### config.mk
export PLATFORM = sky130hd
export DESIGN_NAME = camera_block_frame_parser_core
export DESIGN_NICKNAME = d
export VERILOG_FILES = /design/src/sv/cbfp_pkg.sv /design/src/sv/camera_block_frame_parser_core.sv
export VERILOG_INCLUDE_DIRS = /design/src /design/src/sv
export SDC_FILE = /design/constraint.sdc
export NUM_CORES = 1
export LEC_CHECK = 0
export ABC_AREA = 1
export ABC_CLOCK_PERIOD_IN_PS = 10000
export BUFFER_PORTS_ARGS = -buffer_cell sky130_fd_sc_hd__buf_2
export CORE_MARGIN = 8
export CORE_UTILIZATION = 55
export CTS_CLUSTER_SIZE = 8
export DETAILED_ROUTE_END_ITERATION = 8
export PLACE_DENSITY = 0.74
export SETUP_SLACK_MARGIN = 0.3
export SLEW_MARGIN = 20
export SYNTH_ARGS = -nofsm -noshare
export SYNTH_HDL_FRONTEND = slang
export SYNTH_SLANG_ARGS = --single-unit
### constraint.sdc
create_clock -name clk -period 10 [get_ports clk]
set_input_delay 1.5 -clock clk [delete_from_list [all_inputs] [get_ports clk]]
set_output_delay 1.5 -clock clk [all_outputs]
set_load 0.02 [all_outputs]
### src/sv/camera_block_frame_parser_core_defines.svh
// Shared assertion macros.
`ifndef CAMERA_BLOCK_FRAME_PARSER_CORE_DEFINES_SVH
`define CAMERA_BLOCK_FRAME_PARSER_CORE_DEFINES_SVH

// Same-cycle implication.
`define CBFP_ASSERT_IMPL(name, clk_s, rst_s, ante, cons) \
  name: assert property (@(posedge clk_s) disable iff (rst_s) (ante) |-> (cons)) \
    else $error("cbfp assertion failed");

// Next-cycle implication.
`define CBFP_ASSERT_NEXT(name, clk_s, rst_s, ante, cons) \
  name: assert property (@(posedge clk_s) disable iff (rst_s) (ante) |=> (cons)) \
    else $error("cbfp assertion failed");

`endif

### src/sv/cbfp_pkg.sv
package cbfp_pkg;

  localparam int unsigned MAX_OBJECTS = 10;
  localparam int unsigned WORD_W      = 16;
  localparam int unsigned COUNT_W     = 4;
  localparam int unsigned CFG_INDEX_W = 1;

  localparam logic [WORD_W-1:0] SYNC_WORD_RESET      = 16'hAA55;
  localparam logic [WORD_W-1:0] SIGNATURE_WORD_RESET = 16'h0001;

  localparam logic [CFG_INDEX_W-1:0] REG_SYNC_WORD      = 1'b0;
  localparam logic [CFG_INDEX_W-1:0] REG_SIGNATURE_WORD = 1'b1;

  typedef enum logic [6:0] {
    PH_SYNC  = 7'b0000001,
    PH_CHECK = 7'b0000010,
    PH_SIG   = 7'b0000100,
    PH_X     = 7'b0001000,
    PH_Y     = 7'b0010000,
    PH_H     = 7'b0100000,
    PH_W     = 7'b1000000
  } phase_t;

  typedef struct packed {
    logic [WORD_W-1:0] data_word;
    logic              buffer_first;
    logic              buffer_last;
  } word_t;

  typedef struct packed {
    logic               object_valid;
    logic [COUNT_W-1:0] object_index;
    logic [WORD_W-1:0]  pos_x;
    logic [WORD_W-1:0]  pos_y;
    logic [WORD_W-1:0]  obj_height;
    logic [WORD_W-1:0]  obj_width;
    logic               buffer_done;
    logic [COUNT_W-1:0] found_count;
  } result_t;

endpackage

### src/sv/camera_block_frame_parser_core.sv
// Channel   Direction  Handshake                  Payload
// word      in         word_valid / word_stall    word_t   (one 16-bit word per request)
// result    out        result_valid / result_stall result_t (object and/or buffer count)
// cfg       in         cfg_we                     cfg_index, cfg_data
//
// One word per cycle while word_stall is low; a result appears in the cycle
// after the word that causes it. The parse state and the result register share
// one clock edge, so an accepted word is fully handled with no internal backlog.
// rst is synchronous: parser to sync hunt, count to zero, registers to defaults.
// word_stall is high only while a result is held and result_stall is high.
`include "camera_block_frame_parser_core_defines.svh"

module camera_block_frame_parser_core
  import cbfp_pkg::*;
(
  input  logic                   clk,
  input  logic                   rst,
  input  logic                   word_valid,
  output logic                   word_stall,
  input  word_t                  word,
  output logic                   result_valid,
  input  logic                   result_stall,
  output result_t                result,
  input  logic                   cfg_we,
  input  logic [CFG_INDEX_W-1:0] cfg_index,
  input  logic [WORD_W-1:0]      cfg_data
);

  logic [WORD_W-1:0]  sync_word;
  logic [WORD_W-1:0]  signature_word;
  phase_t             phase;
  phase_t             phase_cur;
  phase_t             phase_next;
  logic [COUNT_W-1:0] count;
  logic [COUNT_W-1:0] count_cur;
  logic [COUNT_W-1:0] count_next;
  logic [WORD_W-1:0]  expected_sum;
  logic [WORD_W-1:0]  expected_sum_next;
  logic [WORD_W-1:0]  running_sum;
  logic [WORD_W-1:0]  running_sum_next;
  logic [WORD_W-1:0]  held_x;
  logic [WORD_W-1:0]  held_x_next;
  logic [WORD_W-1:0]  held_y;
  logic [WORD_W-1:0]  held_y_next;
  logic [WORD_W-1:0]  held_height;
  logic [WORD_W-1:0]  held_height_next;
  logic [WORD_W-1:0]  sum_w;
  logic               accept;
  logic               emit;
  result_t            result_next;

  assign word_stall = result_valid && result_stall;
  assign accept     = word_valid && !word_stall;
  assign sum_w      = running_sum + word.data_word;

  always_ff @(posedge clk) begin
    if (rst) begin
      sync_word      <= SYNC_WORD_RESET;
      signature_word <= SIGNATURE_WORD_RESET;
    end else if (cfg_we) begin
      unique case (cfg_index)
        REG_SYNC_WORD:      sync_word      <= cfg_data;
        REG_SIGNATURE_WORD: signature_word <= cfg_data;
        default: ;
      endcase
    end
  end

  always_comb begin
    phase_cur         = word.buffer_first ? PH_SYNC : phase;
    count_cur         = word.buffer_first ? '0 : count;
    phase_next        = phase_cur;
    count_next        = count_cur;
    expected_sum_next = expected_sum;
    running_sum_next  = running_sum;
    held_x_next       = held_x;
    held_y_next       = held_y;
    held_height_next  = held_height;
    result_next       = '0;
    unique case (phase_cur)
      PH_SYNC: begin
        if (word.data_word == sync_word) phase_next = PH_CHECK;
      end
      PH_CHECK: begin
        if (word.data_word != sync_word) begin
          expected_sum_next = word.data_word;
          phase_next        = PH_SIG;
        end
      end
      PH_SIG: begin
        if (word.data_word == signature_word) begin
          running_sum_next = word.data_word;
          phase_next       = PH_X;
        end else begin
          phase_next = PH_SYNC;
        end
      end
      PH_X: begin
        running_sum_next = sum_w;
        held_x_next      = word.data_word;
        phase_next       = PH_Y;
      end
      PH_Y: begin
        running_sum_next = sum_w;
        held_y_next      = word.data_word;
        phase_next       = PH_H;
      end
      PH_H: begin
        running_sum_next = sum_w;
        held_height_next = word.data_word;
        phase_next       = PH_W;
      end
      PH_W: begin
        running_sum_next = sum_w;
        if (sum_w == expected_sum && count_cur < COUNT_W'(MAX_OBJECTS)) begin
          result_next.object_valid = 1'b1;
          result_next.object_index = count_cur;
          result_next.pos_x        = held_x;
          result_next.pos_y        = held_y;
          result_next.obj_height   = held_height;
          result_next.obj_width    = word.data_word;
          count_next               = count_cur + COUNT_W'(1);
        end
        phase_next = PH_SYNC;
      end
      default: phase_next = PH_SYNC;
    endcase
    result_next.buffer_done = word.buffer_last;
    result_next.found_count = count_next;
    emit = result_next.object_valid || word.buffer_last;
  end

  always_ff @(posedge clk) begin
    if (rst) begin
      phase <= PH_SYNC;
      count <= '0;
    end else if (accept) begin
      phase <= phase_next;
      count <= count_next;
    end
  end

  always_ff @(posedge clk) begin
    if (accept) begin
      expected_sum <= expected_sum_next;
      running_sum  <= running_sum_next;
      held_x       <= held_x_next;
      held_y       <= held_y_next;
      held_height  <= held_height_next;
    end
  end

  always_ff @(posedge clk) begin
    if (rst) begin
      result_valid <= 1'b0;
    end else if (accept && emit) begin
      result_valid <= 1'b1;
    end else if (!result_stall) begin
      result_valid <= 1'b0;
    end
  end

  always_ff @(posedge clk) begin
    if (accept && emit) begin
      result <= result_next;
    end
  end

  `CBFP_ASSERT_IMPL(a_count_limit, clk, rst, 1'b1, count <= COUNT_W'(MAX_OBJECTS))
  `CBFP_ASSERT_IMPL(a_index_matches_count, clk, rst,
    result_valid && result.object_valid,
    result.object_index + COUNT_W'(1) == result.found_count)
  `CBFP_ASSERT_IMPL(a_plain_result_is_done, clk, rst,
    result_valid && !result.object_valid, result.buffer_done)
  `CBFP_ASSERT_NEXT(a_first_clears_count, clk, rst,
    accept && word.buffer_first, count <= COUNT_W'(1))

endmodule

==> flow_summary.json <==
{
  "outcome": "finished, final reports clean",
  "antenna-diode-count": 0,
  "critPathSlowestCell": "buf_4",
  "worstPathCellList": "buf_2 > ha_1 > fa_1 > nand2_1 > nand2_1 > nand3_1 > nand2_1 > nand2_1 > nand2_1 > nand2_1 > nand3_1 > nor2_1 > nand3_1 > nor2_2 > nand3_4 > nand2_2 > nand2_2 > inv_2 > buf_4",
  "synth.area.top_cells": "edfxtp_1 (52%), dfxtp_1 (9.9%), nor2_1 (6.6%)",
  "die_h_microns": 143.4,
  "wl_microns": 20370,
  "drtPass1Iterations": 6,
  "dieArea_sq_um": 20570,
  "rsz0062_at_grt": "no",
  "ioPinCount": 116,
  "muxShareOfSynthArea": 0,
  "cpMostUsedCell": "nand2_1",
  "antenna_found_initial": 0,
  "antenna_left": 0,
  "via_per_inst": 5.064,
  "synth-compound-area-share": 0.05043,
  "syn_inst": 927,
  "place_congestion": 0.9426,
  "cp_data_arrival_time_ns": 5.48,
  "p_per_area_nw_per_um2": 167.8,
  "grt_overflow": 0,
  "fin_crit_ns": 5.416,
  "synthToLayoutAreaGrowth_pct": 15.52,
  "num-fill-cells": 1354,
  "drc": 0,
  "dp_hpwl_microns": 14350,
  "fmax_ghz": 0.1846,
  "min_path_type": "flop to flop",
  "rows": 46,
  "grt_pass1_wl_microns": 31750,
  "max_slew_margin": 0.2991,
  "cts_tree": "yes",
  "yosys_warnings": 0,
  "hold_viol": 0,
  "worstRegToRegCells": 18,
  "clkSlewWorstSetupHoldPaths_ns": 0.07,
  "synth.distinct_cells": 37,
  "syn_area_sq_um": 8931,
  "ys_dominant_reg_cell": "edfxtp_1",
  "maxCapViolCount": 0,
  "cts_inserted_buffers": 17,
  "synthArstFlopShare": 0,
  "cts_max_level": 4,
  "dp.cells": 1242,
  "synth-seq-cells": 198,
  "nNetsFinal": 1102,
  "critPathKind": "input port to flop",
  "r2r_slack_ns": 5.47,
  "fin_skew_ns": 0.007634,
  "synth_top_area_cell": "edfxtp_1",
  "required_ns": 10.06,
  "drt_iter0_drc": 512,
  "dr_total_vias": 6451,
  "max-vdd-ir-drop_mv": 0.1100,
  "cp_slowest_stage_delay_ns": 0.65,
  "ys_seq_area_frac": 0.6164,
  "synth_top_area_frac": 0.5178,
  "fp.coreArea_sq_um": 15890,
  "postCtsResizedCells": 0,
  "clk_path_buf_depth": 2,
  "setup_viol": 0,
  "synth_top_family_by_area": "simple AND/OR/NAND/NOR gates",
  "synth_edf_count": 154,
  "final_max_slew_viol_count": 0,
  "stdcell_count": 1274,
  "clk_latency_ns": 0.43,
  "grt_start_max_net_pins": 72,
  "synth-simple-area-share": 0.2079,
  "io_buffers": 115,
  "whs_path_depth": 2,
  "leakage_nw": 4.636,
  "initial_core_util": 0.5622,
  "worstSetupStartpointType": "input port",
  "drive_gt1_frac": 0.1635,
  "path_max_fanout": 71,
  "clock-sinks": 198,
  "syn-num-nets": 984,
  "avgSynthCellArea_sq_um": 9.634,
  "synth_fa_ha_area_frac": 0.02466,
  "die_width_microns": 143.4,
  "end_kind": "flop",
  "cts_hold_buf": 0,
  "grt_pass1_vias": 6065,
  "tns_ns": 0,
  "postCtsSetupBuffers": 0,
  "drt-wirelength-per-cell_microns": 15.99,
  "synth-xor-area-share": 0.02746,
  "grtUsageTotal": 0.2041,
  "cts-root-buf": "clkbuf_16",
  "post-route-period-util": 0.5416,
  "worstMarginPinSlew_ns": 1.047
}
[through the flow]
| stage | hold WS [ns] | util | instance area, sq um | total power, mW | worst slack (ns) |
|---|---|---|---|---|---|
| after floorplan | 0.4427 | - | 8931 | 1.021 | 4.612 |
| after global placement | 0.4571 | 0.6126 | 9731 | 1.072 | 4.163 |
| after detailed placement | 0.4557 | 0.6126 | 9731 | 1.073 | 4.078 |
| after CTS | 0.4762 | 0.6495 | 10320 | 1.738 | 4.543 |
| after global routing | 0.4964 | 0.6495 | 10320 | 1.785 | 4.210 |
| final | 0.4726 | 0.6495 | 10320 | 1.732 | 4.584 |
[cells by family after synthesis]
group,after synthesis
and+or+nand+nor,432
adders and majority gates,17
AOI/OAI and AO/OA,82
buffers and inverters,170
xor gates and xnor gates,28
DFF,198
[Yosys cell counts (all sizes together) (6+ instances only)]
| cell type | number |
|---|---|
| a21oi | 24 |
| buf | 8 |
| clkbuf | 12 |
| dfxtp | 44 |
| edfxtp | 154 |
| ha | 16 |
| inv | 149 |
| nand2 | 162 |
| nand3 | 77 |
| nand3b | 9 |
| nor2 | 162 |
| nor4 | 6 |
| o21ai | 47 |
| xor2 | 26 |
[critical path: cells and delay by family]
kind / cells / cell delay [ns]
and+or+nand+nor: 14 / 2.07
buffers and inverters: 3 / 1.10
adders and majority gates: 2 / 0.70
[final timing paths]
path	to	start
min reg2reg	phase[0]	phase[0]
min	phase[0]	phase[0]
max reg2reg	result[49]	running_sum[0]
max	result[49]	word[2]
[cell type report]
type                       instances  area, sq um  share of cell area
sequential                       198         5505              0.5336
inverter                         150        563.0             0.05457
tap                              216        270.3             0.02619
clock inverter                    12        150.1             0.01455
timing repair buffer             119        605.6             0.05870
clock buffer                      20        436.7             0.04232
multi-input combinational        559         2786              0.2701
[cells in the final DEF (no fill, tap or decap), types with 3 or more instances in the layout]
master | netlist | layout
clkinv_4 | 0 | 4
nand2_1 | 153 | 153
nor3_1 | 5 | 4
buf_4 | 0 | 4
nand3_1 | 74 | 74
o21a_1 | 4 | 4
clkinvlp_4 | 0 | 3
nand4_1 | 5 | 5
dfxtp_1 | 44 | 44
nor2_2 | 4 | 5
inv_1 | 147 | 146
nand2_2 | 9 | 9
o21ai_0 | 47 | 47
nor2_1 | 158 | 157
clkbuf_1 | 12 | 3
inv_2 | 2 | 3
xor2_1 | 26 | 26
a21oi_1 | 21 | 21
clkbuf_16 | 0 | 17
nand3b_1 | 9 | 9
ha_1 | 16 | 16
nor4_1 | 6 | 6
buf_2 | 6 | 115
edfxtp_1 | 154 | 154
a21oi_2 | 3 | 3
[flip-flops by register name, indices dropped and copies added (netlist names)]
register	cells
result	74
expected_sum	16
held_height	16
held_x	16
held_y	16
running_sum	16
signature_word	16
sync_word	16
phase	7
count	4
result_valid	1
[routing by layer]
metal,wire [microns],up-vias,share of wire,track usage
li1,-,3260,-,-
met1,9143,2917,0.45,0.2674
met2,9179,233,0.45,0.3221
met3,1430,41,0.070,0.03749
met4,612,0,0.030,0.09795
met5,0,-,0,0
[power by group]
part           leakage, nW  total, mW  switching, mW  internal [mW]
Combinational         2.57      0.143         0.0989         0.0439
Clock                0.271      0.675          0.303          0.373
Sequential            1.80      0.914        0.00885          0.905
(Power assumes the default switching activity.)
